[src/hdl/sunrise_cubic_ramp_warm_cool_mix_core_defines.svh]
// assertion helpers shared by the core
`ifndef SUNRISE_CUBIC_RAMP_WARM_COOL_MIX_CORE_DEFINES_SVH
`define SUNRISE_CUBIC_RAMP_WARM_COOL_MIX_CORE_DEFINES_SVH

// cons must hold in every cycle where ante holds
`define SCRM_ASSERT_IMPLIES(label, ante, cons) \
	label: assert property (@(posedge clk) disable iff (!arst_n) (ante) |-> (cons)) \
		else $error("scrm: implication check failed");

// cond must never be seen
`define SCRM_ASSERT_NEVER(label, cond) \
	label: assert property (@(posedge clk) disable iff (!arst_n) !(cond)) \
		else $error("scrm: forbidden condition seen");

`endif

[src/hdl/scrm_pkg.sv]
package scrm_pkg;

	// field widths
	localparam int ELAPSED_W  = 22;
	localparam int RAMP_W     = 22;
	localparam int Q_W        = 15;
	localparam int PCT_W      = 7;
	localparam int MIN_W      = 6;
	localparam int CFG_IDX_W  = 2;
	localparam int CFG_DATA_W = 7;
	localparam int MIX_W      = 14;
	localparam int SC_W       = Q_W + PCT_W;
	localparam int DIVP_W     = 27;

	// ramp timing
	localparam int MS_PER_MINUTE    = 60000;
	localparam int MIN_LO           = 1;
	localparam int MIN_HI           = 60;
	localparam int FALLBACK_MINUTES = 30;
	localparam int FALLBACK_EFF     = (FALLBACK_MINUTES < MIN_LO) ? MIN_LO :
		((FALLBACK_MINUTES > MIN_HI) ? MIN_HI : FALLBACK_MINUTES);
	localparam int RESET_MINUTES    = 30;
	localparam logic [RAMP_W-1:0] RAMP_MS_RESET = RAMP_W'(RESET_MINUTES * MS_PER_MINUTE);

	// register reset values and limits
	localparam logic [PCT_W-1:0] BRI_MAX     = PCT_W'(100);
	localparam logic [PCT_W-1:0] WAKE_RESET  = PCT_W'(100);
	localparam logic [PCT_W-1:0] CTEMP_RESET = PCT_W'(50);

	// rounding constants
	localparam int Q15_HALF     = 1 << 14;
	localparam int MIX_ROUND    = 50;
	localparam int DIV100_MUL   = 5243;
	localparam int DIV100_SHIFT = 19;

	typedef enum logic [CFG_IDX_W-1:0] {
		REG_SUNRISE_MINUTES = 2'd0,
		REG_WAKE_BRIGHTNESS = 2'd1,
		REG_COLOR_TEMP      = 2'd2
	} scrm_reg_t;

	// per-beat control that travels down the pipe
	typedef struct packed {
		logic vld;
		logic dark;
		logic done;
	} scrm_ctl_t;

	// ramp length in ms for a written minute count
	function automatic logic [RAMP_W-1:0] ramp_of(input logic [MIN_W-1:0] m);
		logic [MIN_W-1:0] e;
		e = (m >= MIN_W'(MIN_LO) && m <= MIN_W'(MIN_HI)) ? m : MIN_W'(FALLBACK_EFF);
		return RAMP_W'(e * MS_PER_MINUTE);
	endfunction

endpackage

[src/hdl/sunrise_cubic_ramp_warm_cool_mix_core.sv]
// an accepted input beat passes the divider, cube and mix stages in that order to its result beat
// throughput: one beat per cycle; the 16-stage divider (entry plus one per quotient bit) sets the depth
// a stalled output freezes the whole pipe, no beat is lost or repeated
// reset: arst_n clears all valid bits and restores 30 min, 100 %, 50 color temp
`include "sunrise_cubic_ramp_warm_cool_mix_core_defines.svh"

module sunrise_cubic_ramp_warm_cool_mix_core (
	input  logic                              clk,
	input  logic                              arst_n,
	input  logic                              cfg_we,
	input  logic [scrm_pkg::CFG_IDX_W-1:0]    cfg_index,
	input  logic [scrm_pkg::CFG_DATA_W-1:0]   cfg_data,
	input  logic                              in_valid,
	output logic                              in_ready,
	input  logic [scrm_pkg::ELAPSED_W-1:0]    since_start_ms,
	output logic                              out_valid,
	input  logic                              out_ready,
	output logic [scrm_pkg::PCT_W-1:0]        brightness,
	output logic [scrm_pkg::PCT_W-1:0]        warm_pct,
	output logic [scrm_pkg::PCT_W-1:0]        cool_pct
);
	import scrm_pkg::*;

	logic [RAMP_W-1:0] ramp_ms_q;
	logic [PCT_W-1:0]  wake_q;
	logic [PCT_W-1:0]  ctemp_q;
	logic [PCT_W-1:0]  ct_eff;
	logic              adv;
	scrm_ctl_t         ctl_in, ctl_div, ctl_cube;
	logic [Q_W-1:0]    prog;
	logic [PCT_W-1:0]  bri;

	// configuration registers
	always_ff @(posedge clk or negedge arst_n) begin
		if (!arst_n) begin
			ramp_ms_q <= RAMP_MS_RESET;
			wake_q    <= WAKE_RESET;
			ctemp_q   <= CTEMP_RESET;
		end else if (cfg_we) begin
			unique case (cfg_index)
				REG_SUNRISE_MINUTES: ramp_ms_q <= ramp_of(cfg_data[MIN_W-1:0]);
				REG_WAKE_BRIGHTNESS: wake_q <= (cfg_data > BRI_MAX) ? BRI_MAX : cfg_data;
				REG_COLOR_TEMP:      ctemp_q <= cfg_data;
				default: ;
			endcase
		end
	end

	assign ct_eff = (ctemp_q > BRI_MAX) ? BRI_MAX : ctemp_q;

	// whole pipe moves unless the output register holds an untaken beat
	assign adv      = !out_valid || out_ready;
	assign in_ready = adv;

	// entry flags
	always_comb begin
		ctl_in.vld  = in_valid;
		ctl_in.dark = (wake_q == '0) || (since_start_ms == '0);
		ctl_in.done = (RAMP_W'(since_start_ms) >= ramp_ms_q);
	end

	scrm_div u_div (
		.clk     (clk),
		.arst_n  (arst_n),
		.adv     (adv),
		.ctl_in  (ctl_in),
		.elapsed (since_start_ms),
		.ramp_ms (ramp_ms_q),
		.ctl_out (ctl_div),
		.prog    (prog)
	);

	scrm_cube u_cube (
		.clk     (clk),
		.arst_n  (arst_n),
		.adv     (adv),
		.ctl_in  (ctl_div),
		.prog    (prog),
		.target  (wake_q),
		.ctl_out (ctl_cube),
		.bri     (bri)
	);

	scrm_mix u_mix (
		.clk      (clk),
		.arst_n   (arst_n),
		.adv      (adv),
		.ctl_in   (ctl_cube),
		.bri      (bri),
		.ct       (ct_eff),
		.out_vld  (out_valid),
		.bri_out  (brightness),
		.warm_out (warm_pct),
		.cool_out (cool_pct)
	);

	// checks
	`SCRM_ASSERT_IMPLIES(a_mix_sum, out_valid, (8'(warm_pct) + 8'(cool_pct)) == 8'(brightness))
	`SCRM_ASSERT_IMPLIES(a_dark_mix, out_valid && (brightness == '0), (warm_pct == '0) && (cool_pct == '0))
	`SCRM_ASSERT_NEVER(a_bri_range, out_valid && (brightness > BRI_MAX))
	`SCRM_ASSERT_NEVER(a_stall_only_full, !in_ready && !out_valid)

endmodule

[src/hdl/scrm_div.sv]
module scrm_div (
	input  logic                             clk,
	input  logic                             arst_n,
	input  logic                             adv,
	input  scrm_pkg::scrm_ctl_t              ctl_in,
	input  logic [scrm_pkg::ELAPSED_W-1:0]   elapsed,
	input  logic [scrm_pkg::RAMP_W-1:0]      ramp_ms,
	output scrm_pkg::scrm_ctl_t              ctl_out,
	output logic [scrm_pkg::Q_W-1:0]         prog
);
	import scrm_pkg::*;

	scrm_ctl_t         ctl_s [0:Q_W];
	logic [RAMP_W-1:0] rem_s [0:Q_W];
	logic [Q_W-1:0]    quo_s [0:Q_W];

	// entry stage: finished ramps start from zero remainder
	always_ff @(posedge clk or negedge arst_n) begin
		if (!arst_n) begin
			ctl_s[0] <= '0;
		end else if (adv) begin
			ctl_s[0] <= ctl_in;
		end
	end

	always_ff @(posedge clk) begin
		if (adv) begin
			rem_s[0] <= ctl_in.done ? '0 : RAMP_W'(elapsed);
			quo_s[0] <= '0;
		end
	end

	// restoring division, one quotient bit per stage
	for (genvar k = 1; k <= Q_W; k++) begin : g_bit
		logic [RAMP_W:0] sh;
		logic [RAMP_W:0] diff;
		logic            take;

		assign sh   = {rem_s[k-1], 1'b0};
		assign diff = sh - {1'b0, ramp_ms};
		assign take = (sh >= {1'b0, ramp_ms});

		always_ff @(posedge clk or negedge arst_n) begin
			if (!arst_n) begin
				ctl_s[k] <= '0;
			end else if (adv) begin
				ctl_s[k] <= ctl_s[k-1];
			end
		end

		always_ff @(posedge clk) begin
			if (adv) begin
				rem_s[k] <= take ? diff[RAMP_W-1:0] : sh[RAMP_W-1:0];
				quo_s[k] <= {quo_s[k-1][Q_W-2:0], take};
			end
		end
	end

	assign ctl_out = ctl_s[Q_W];
	assign prog    = quo_s[Q_W];

endmodule

[src/hdl/scrm_cube.sv]
module scrm_cube (
	input  logic                         clk,
	input  logic                         arst_n,
	input  logic                         adv,
	input  scrm_pkg::scrm_ctl_t          ctl_in,
	input  logic [scrm_pkg::Q_W-1:0]     prog,
	input  logic [scrm_pkg::PCT_W-1:0]   target,
	output scrm_pkg::scrm_ctl_t          ctl_out,
	output logic [scrm_pkg::PCT_W-1:0]   bri
);
	import scrm_pkg::*;

	scrm_ctl_t         ctl_s1, ctl_s2, ctl_s3, ctl_s4;
	logic [Q_W-1:0]    p_s1, p2_s1;
	logic [Q_W-1:0]    p_s2, p3_s2;
	logic [PCT_W-1:0]  bsc_s3;
	logic [PCT_W-1:0]  bri_s4;

	logic [2*Q_W-1:0]  sq_prod;
	logic [2*Q_W-1:0]  cb_prod;
	logic [SC_W-1:0]   sc_prod;
	logic [PCT_W-1:0]  bri_next;

	// q15 square, cube and scale by target with rounding
	assign sq_prod = (2*Q_W)'(prog) * (2*Q_W)'(prog);
	assign cb_prod = (2*Q_W)'(p2_s1) * (2*Q_W)'(p_s1);
	assign sc_prod = SC_W'(p3_s2) * SC_W'(target) + SC_W'(Q15_HALF);

	// dark start, finished ramp, clamp and floor of one
	always_comb begin
		if (ctl_s3.dark) begin
			bri_next = '0;
		end else if (ctl_s3.done) begin
			bri_next = target;
		end else if (bsc_s3 > target) begin
			bri_next = target;
		end else if (bsc_s3 == '0) begin
			bri_next = PCT_W'(1);
		end else begin
			bri_next = bsc_s3;
		end
	end

	// control stages
	always_ff @(posedge clk or negedge arst_n) begin
		if (!arst_n) begin
			ctl_s1 <= '0;
			ctl_s2 <= '0;
			ctl_s3 <= '0;
			ctl_s4 <= '0;
		end else if (adv) begin
			ctl_s1 <= ctl_in;
			ctl_s2 <= ctl_s1;
			ctl_s3 <= ctl_s2;
			ctl_s4 <= ctl_s3;
		end
	end

	// data stages
	always_ff @(posedge clk) begin
		if (adv) begin
			p_s1   <= prog;
			p2_s1  <= sq_prod[2*Q_W-1:Q_W];
			p_s2   <= p_s1;
			p3_s2  <= cb_prod[2*Q_W-1:Q_W];
			bsc_s3 <= sc_prod[Q_W +: PCT_W];
			bri_s4 <= bri_next;
		end
	end

	assign ctl_out = ctl_s4;
	assign bri     = bri_s4;

endmodule

[src/hdl/scrm_mix.sv]
module scrm_mix (
	input  logic                         clk,
	input  logic                         arst_n,
	input  logic                         adv,
	input  scrm_pkg::scrm_ctl_t          ctl_in,
	input  logic [scrm_pkg::PCT_W-1:0]   bri,
	input  logic [scrm_pkg::PCT_W-1:0]   ct,
	output logic                         out_vld,
	output logic [scrm_pkg::PCT_W-1:0]   bri_out,
	output logic [scrm_pkg::PCT_W-1:0]   warm_out,
	output logic [scrm_pkg::PCT_W-1:0]   cool_out
);
	import scrm_pkg::*;

	logic              vld_s1, vld_s2, vld_s3;
	logic [MIX_W-1:0]  x_s1;
	logic [PCT_W-1:0]  bri_s1, bri_s2, bri_s3;
	logic [PCT_W-1:0]  w_s2;
	logic [PCT_W-1:0]  warm_s3, cool_s3;

	logic [MIX_W-1:0]  x_next;
	logic [DIVP_W-1:0] w_prod;
	logic [PCT_W-1:0]  warm_next, cool_next;

	// warm share before rounding divide
	assign x_next = MIX_W'(bri) * MIX_W'(ct) + MIX_W'(MIX_ROUND);

	// divide by 100 through reciprocal multiply
	assign w_prod = DIVP_W'(x_s1) * DIVP_W'(DIV100_MUL);

	// split; each side that ct lights gets at least one, cool first if brightness allows only one
	always_comb begin
		logic [PCT_W-1:0] w1, c1, w2, c2;
		w1 = (w_s2 > bri_s2) ? bri_s2 : w_s2;
		c1 = bri_s2 - w1;
		w2 = w1;
		c2 = c1;
		if (bri_s2 != '0 && ct != '0 && w1 == '0) begin
			w2 = PCT_W'(1);
			if (c1 != '0) begin
				c2 = c1 - PCT_W'(1);
			end
		end
		warm_next = w2;
		cool_next = c2;
		if (bri_s2 != '0 && ct < BRI_MAX && c2 == '0) begin
			cool_next = PCT_W'(1);
			if (w2 != '0) begin
				warm_next = w2 - PCT_W'(1);
			end
		end
	end

	// valid bits
	always_ff @(posedge clk or negedge arst_n) begin
		if (!arst_n) begin
			vld_s1 <= 1'b0;
			vld_s2 <= 1'b0;
			vld_s3 <= 1'b0;
		end else if (adv) begin
			vld_s1 <= ctl_in.vld;
			vld_s2 <= vld_s1;
			vld_s3 <= vld_s2;
		end
	end

	// data stages, last one is the output register
	always_ff @(posedge clk) begin
		if (adv) begin
			x_s1    <= x_next;
			bri_s1  <= bri;
			w_s2    <= w_prod[DIV100_SHIFT +: PCT_W];
			bri_s2  <= bri_s1;
			bri_s3  <= bri_s2;
			warm_s3 <= warm_next;
			cool_s3 <= cool_next;
		end
	end

	assign out_vld  = vld_s3;
	assign bri_out  = bri_s3;
	assign warm_out = warm_s3;
	assign cool_out = cool_s3;

endmodule
[config.mk]
export PLATFORM = sky130hd
export DESIGN_NAME = sunrise_cubic_ramp_warm_cool_mix_core
export DESIGN_NICKNAME = d
export VERILOG_FILES = /design/src/hdl/scrm_pkg.sv /design/src/hdl/sunrise_cubic_ramp_warm_cool_mix_core.sv /design/src/hdl/scrm_div.sv /design/src/hdl/scrm_cube.sv /design/src/hdl/scrm_mix.sv
export VERILOG_INCLUDE_DIRS = /design/src /design/src/hdl
export SDC_FILE = /design/constraint.sdc
export NUM_CORES = 2
export LEC_CHECK = 0
export ABC_CLOCK_PERIOD_IN_PS = 21900
export BUFFER_PORTS_ARGS = -buffer_cell sky130_fd_sc_hd__buf_2
export CORE_ASPECT_RATIO = 1.2
export CORE_MARGIN = 5
export CORE_UTILIZATION = 30
export DETAILED_ROUTE_END_ITERATION = 7
export PLACE_DENSITY = 0.54
export REMOVE_ABC_BUFFERS = 1
export SKIP_CTS_REPAIR_TIMING = 1
export SLEW_MARGIN = 20
export SYNTH_ARGS = -nofsm -noshare
export SYNTH_HDL_FRONTEND = slang
export SYNTH_SLANG_ARGS = --single-unit
[constraint.sdc]
create_clock -name clk -period 21.9 [get_ports clk]
set_clock_uncertainty 0.05 [all_clocks]
set_input_delay 0 -clock clk [delete_from_list [all_inputs] [get_ports clk]]
set_output_delay 0 -clock clk [all_outputs]
set_load 0.005 [all_outputs]
### After elaboration in Yosys (flattened, before gate mapping)

Memory sizes are Yosys's and may differ from the RTL's.
Index checks and enable logic that the tools add are counted.

| storage, ports and cells | value |
|---|---|
| bits of input ports | 36 |
| bits in registers | 207 |
| memories kept | 2 |
| memory bits (writable) | 592 |

Memories:

| name | words | width | read ports | clocked after memory_dff | wr ports | line | RTL |
|---|---|---|---|---|---|---|---|
| u_div.rem_s | 16 | 22 | 15 | 0 | 16 | scrm_div.sv:14 | `logic [RAMP_W-1:0] rem_s [0:Q_W];` |
| u_div.quo_s | 16 | 15 | 16 | 0 | 16 | scrm_div.sv:15 | `logic [Q_W-1:0] quo_s [0:Q_W];` |

| operators by class | value |
|---|---|
| reduce and logical (&&, ||, !) cells | 21 |
| mux-type cells | 30 |
| $add $sub $neg | 20 |
| $mul | 6 |
| magnitude comparators | 23 |
| equality and inequality tests | 2 |

Operators by type and width:

| kind | number |
|---|---|
| 22-bit two-way mux | 16 |
| 23-bit by 22-bit greater-or-equal comparator with 1-bit output | 15 |
| 22-bit subtractor | 15 |
| 7-bit two-way mux | 11 |
| 15-bit by 15-bit multiplier with 30-bit output | 2 |
| 7-bit logical NOT | 4 |
| 7-bit nonzero test | 4 |
| 14-bit by 13-bit multiplier with 26-bit output, second input constant | 1 |
| 22-bit by 15-bit adder with 22-bit output, second input constant | 1 |
| 22-bit greater-or-equal comparator | 1 |
| 22-bit logical NOT | 1 |
| 15-bit by 7-bit multiplier with 22-bit output | 1 |
| 6-bit by 11-bit multiplier with 17-bit output, second input constant | 1 |
| 14-bit by 6-bit adder with 14-bit output, second input constant | 1 |
| 7-bit greater-than comparator | 2 |
| 7-bit greater-than comparator, second input constant | 2 |
| 7-bit by 7-bit multiplier with 14-bit output | 1 |
| 7-bit by 1-bit subtractor with 7-bit output, second input constant | 2 |
| 7-bit < comparator, second input constant | 1 |
| 7-bit subtractor | 1 |
| 6-bit by 1-bit greater-or-equal comparator with 1-bit output, second input constant | 1 |
| 6-bit less-or-equal comparator, second input constant | 1 |
| 6-bit two-way mux | 1 |
| 2-bit AND reduction | 3 |
| other kinds (7) | 13 |

### Longest topological paths before layout

| logic depth | value |
|---|---|
| depth in word-level cells | 9 |
| gate-level depth with buffers | 26 |
| gate-level depth less buffers | 25 |

### Hierarchy

From an unflattened synthesis, not the netlist that was laid out.

| second synthesis, totals | value |
|---|---|
| cells, all modules | 6,178 |
| area total of the unflattened synthesis | 63,337.0 um^2 |

By module, submodules not included:

| module | sequential area each (um^2) | times used | area each (um^2) | cells an instance |
|---|---|---|---|---|
| scrm_div | 14,714.1 | 1 | 33,369.5 | 3,085 |
| scrm_cube | 2,072.0 | 1 | 19,268.5 | 2,042 |
| scrm_mix | 1,756.7 | 1 | 7,624.8 | 704 |
| sunrise_cubic_ramp_warm_cool_mix_core | 797.0 | 1 | 3,074.2 | 347 |

### Least setup slack after synthesis

No wires, ideal clock.

| path | value |
|---|---|
| path type | register -> register |
| from | reg u_mix.vld_s3 (netlist: u_mix.out_vld) |
| to | reg u_div.ctl_s (netlist bit u_div.ctl_out[0]) |
| path buffers | 2 |
| arrival | 16.468 ns |
| required time | 21.708 ns |
| cell stages (with the launch flop) | 5 |
| slack | 5.239 ns |
| cell sequence | dfrtp_1 nand2b_1 clkbuf_1 clkbuf_1 mux2_2 |

| between the ends | value |
|---|---|
| longest elaborated chain between the ends | 2 |

Ends and longest elaborated chain:

| element | line | RTL |
|---|---|---|
| start, declared | scrm_mix.sv:15 | `logic vld_s1, vld_s2, vld_s3;` |
| start signal, assigned | scrm_mix.sv:63 | `vld_s3 <= vld_s2;` |
| 1-bit logical NOT | sunrise_cubic_ramp_warm_cool_mix_core.sv:52 | `assign adv = !out_valid \|\| out_ready;` |
| 1-bit logical OR | sunrise_cubic_ramp_warm_cool_mix_core.sv:52 |  |
| named net in_ready | sunrise_cubic_ramp_warm_cool_mix_core.sv:14 | `output logic in_ready,` |
| end signal, assigned by index | scrm_div.sv:47 | `ctl_s[k] <= ctl_s[k-1];` |
| end, declared | scrm_div.sv:13 | `scrm_ctl_t ctl_s [0:Q_W];` |

The timed path passes the listed nets, and every way through them passes these cells.
A chain may end at the register's enable or synchronous reset.

### Worst setup path in the final report

| path | value |
|---|---|
| from | reg u_cube.p_s1[4] |
| to | reg u_cube.p3_s2[14], data pin |

| between the ends | value |
|---|---|
| longest elaborated chain between the ends | 1 |

Ends and longest elaborated chain:

| element | line | RTL |
|---|---|---|
| start, declared | scrm_cube.sv:14 | `logic [Q_W-1:0] p_s1, p2_s1;` |
| start signal, assigned | scrm_cube.sv:62 | `p_s1 <= prog;` |
| 15-bit by 15-bit multiplier with 30-bit output | scrm_cube.sv:26 | `assign cb_prod = (2*Q_W)'(p2_s1) * (2*Q_W)'(p_s1);` |
| named net u_cube.cb_prod[29] | scrm_cube.sv:20 | `logic [2*Q_W-1:0] cb_prod;` |
| end signal, assigned | scrm_cube.sv:65 | `p3_s2 <= cb_prod[2*Q_W-1:Q_W];` |
| end, declared | scrm_cube.sv:15 | `logic [Q_W-1:0] p_s2, p3_s2;` |

The timed path passes the listed nets, and every way through them passes these cells.

==> flow_summary.ini <==
[run_status]
status = completed

[place]
dp_cells = 7679
place_congestion = 0.8303
io_buffers = 58
dp_hpwl_mm = 94.90

[synthesis]
synth_enable_flop_cells = 505
synth_top_family_by_area = adder cells
synth_compound_area_share_pct = 7.857
yosys.cell_types.count = 87
synth-async-reset-ratio_pct = 15.41
synth_seq_cells = 597
synth_xor_xnor_area_share_pct = 3.516
synth-adder-area-share_pct = 32.76
yosysWarnings = 0
yosysSeqAreaShare_pct = 31.48
muxShareOfSynthArea_pct = 5.577
syn_inst = 5239
synth_simple_gate_area_share_pct = 12.85
ys.flop_type = edfxtp_1
syn_area_um2 = 55550
synth_area_per_cell_um2 = 10.60

[cells_and_area]
nets = 6552
drive_above_1_share_pct = 9.623
synthToLayoutAreaGrowth_pct = 11.14
instances_no_fill = 7866

[detailed_routing]
drtIter0Drc = 1789
drtAntennaViolNets = 0
dr.pass1.iters = 6
drc = 0
num_vias = 37380
vias_per_cell = 4.752
routedWlPerCell_um = 15.91
wl_mm = 125.1

[timing]
tns_ns = 0
relSlewSlack_pct = 24.18
clock.fmax_mhz = 140.4
finalHoldViolations = 0
finalSetupViolations = 0
holdWs_ns = 0.1390
slew_violations = 0
tightest_slew_ns = 1.128
fin_crit_ns = 7.122
rsz0062_at_grt = false
period_share_pct = 32.52

[critical_path]
crit_required_ns = 22.23
arrival_ns = 7.45
worstSetupStartpointType = register
critPathCaptureType = register
crit_path_max_fanout = 15
r2r_cells = 22
worstSetupPathType = reg2reg

[clock_tree]
ctsRootBufferMaster = clkbuf_16
cts.path.max_buffers = 3
cts_max_level = 3
cts_tree = yes
clk_latency_ns = 0.66
cts_sinks = 597
cts_buffers = 77
clkSlewWorstSetupHoldPaths_ns = 0.06

[die]
die_y_um = 481.4
die_w_um = 402.8
num_io_pins = 59
num_rows = 173
fp.coreArea_um2 = 184600
start_util_pct = 30.08
dieArea_um2 = 193900

[global_routing]
grt_start_max_net_pins = 160
first_global_vias = 39440
grt_usage_pct = 13.03
grt_pass1_wl_mm = 206.3
gr-total-overflow = 0
antenna_found_initial = 2

[flow_run]
drv_cap = 0

[worst_hold_path]
hold_path_depth = 3
hold_class = in2reg
==> critical path, cell delays in order, from the launching register on <==
cell,delay [ns]
edfxtp_1,0.60
and2_1,0.28
fa_1,0.50
inv_1,0.05
fa_1,0.53
inv_1,0.05
fa_1,0.49
inv_1,0.05
fa_1,0.47
inv_1,0.05
fa_1,0.50
fa_1,0.49
ha_1,0.31
a21oi_1,0.13
o22ai_1,0.09
nor4_1,0.19
o31ai_1,0.18
o311a_1,0.39
o21ai_1,0.39
o311ai_1,0.25
a2111o_1,0.47
a31o_1,0.22
xnor2_1,0.12
==> flip-flops by register name (all words and copies together), names as in the netlist, 7 cells and up <==
name,count
u_mix.cool_out,7
wake_q,7
ramp_ms_q,17
u_div.ctl_s,45
u_div.rem_s,270
u_mix.bri_s2,7
u_div.quo_s,120
u_cube.p_s1,15
u_mix.bri_out,7
u_cube.bsc_s3,7
u_cube.bri,7
u_cube.p2_s1,15
u_mix.bri_s1,7
ctemp_q,7
u_mix.w_s2,7
u_cube.p3_s2,15
u_mix.x_s1,14
u_mix.warm_out,7
==> synth_stat cells, drive strengths merged, types with 38 or more instances <==
cell	count	area, um2
o21a	46	345.3
a21o	60	450.4
ha	680	8508
mux2	244	2748
a21oi	173	869.6
fa	484	9689
nand3	72	360.4
a21boi	38	285.3
dfrtp	75	1877
nor2b	74	462.9
nand4	54	337.8
o21ai	163	819.5
nor2	261	982.2
xnor2	159	1393
inv	770	2890
and2	281	1758
clkbuf	92	345.3
nor3	108	540.5
nand2	393	1475
xor2	64	560.5
edfxtp	505	15160
==> cells in the final DEF (no fill, tap or decap), drive strengths merged, types with 17 or more instances in the layout <==
cell type	netlist	layout
or2	19	19
dfstp	17	17
o21a	46	46
a31oi	17	17
mux2i	35	35
nor3	108	108
nand4	54	54
a211oi	23	23
nand2	393	393
or3	34	34
dfrtp	75	75
nor2	261	261
a21oi	173	173
o211ai	19	19
xor2	64	64
nor2b	74	74
edfxtp	505	505
nand3	72	72
inv	770	776
clkinv	0	30
dlygate4sd3	0	43
fa	484	484
and3	28	28
o21ai	163	163
a21boi	38	38
mux2	244	244
nand2b	35	35
buf	15	98
a21o	60	60
o31ai	23	23
ha	680	680
nor4	34	34
and2	281	281
clkbuf	92	97
xnor2	159	159
==> cells by family (layout without fill, tap and decap cells) <==
kind of cell             after synthesis  in the layout
adder cells (fa/ha/maj)             1164           1164
flip-flops                           597            597
AO/OA/AOI/OAI                        673            673
multiplexers                         279            279
other                                  0              2
XOR/XNOR                             223            223
buffers and inverters                877           1052
AND/OR/NAND/NOR                     1426           1426
==> layer usage <==
metal | vias up | wire length [um] | GRT usage (%)
li1 | 18150 | - | -
met1 | 18510 | 54890 | 16.35
met2 | 536 | 62680 | 23.47
met3 | 185 | 3783 | 1.541
met4 | 0 | 3761 | 3.872
met5 | - | 0 | 0
==> stage by stage <==
stage / worst slack (ns) / utilization, % / area (um2)
floorplan: 6.389 / - / 55130
global placement: 14.69 / 31.86 / 58820
detailed placement: 14.71 / 31.86 / 58820
CTS: 14.72 / 33.19 / 61280
global route: 14.37 / 33.44 / 61730
finish: 14.78 / 33.44 / 61730
==> final timing paths <==
kind,startpoint,to,slack [ns]
min in group asynchronous,arst_n,u_mix.vld_s2$_DFFE_PN0P_,0.40
max in group asynchronous,arst_n,ramp_ms_q[5]$_DFFE_PN0P_,20.58
min,since_start_ms[0],u_div.rem_s[0][0]$_SDFFCE_PP0P_,0.14
min reg2reg,u_div.quo_s[0][75]$_DFFE_PP_,u_div.quo_s[0][91]$_DFFE_PP_,0.36
max,u_cube.p_s1[4]$_DFFE_PP_,u_cube.p3_s2[14]$_DFFE_PP_,14.78
max reg2reg,u_cube.p_s1[4]$_DFFE_PP_,u_cube.p3_s2[14]$_DFFE_PP_,14.78
==> cell type report <==
type	count	area, um2
Fill cell	18570	122900
Multi-Input combinational cell	3765	34780
Clock inverter	44	402.9
Clock buffer	97	2052
Timing Repair Buffer	141	1049
Sequential cell	597	17490
Tap cell	2450	3065
Inverter	770	2890
Antenna cell	2	5.005
Power is left out: the tool's default activity adds up to more than one toggle a clock period on the data nets, which glitch-free logic cannot reach.
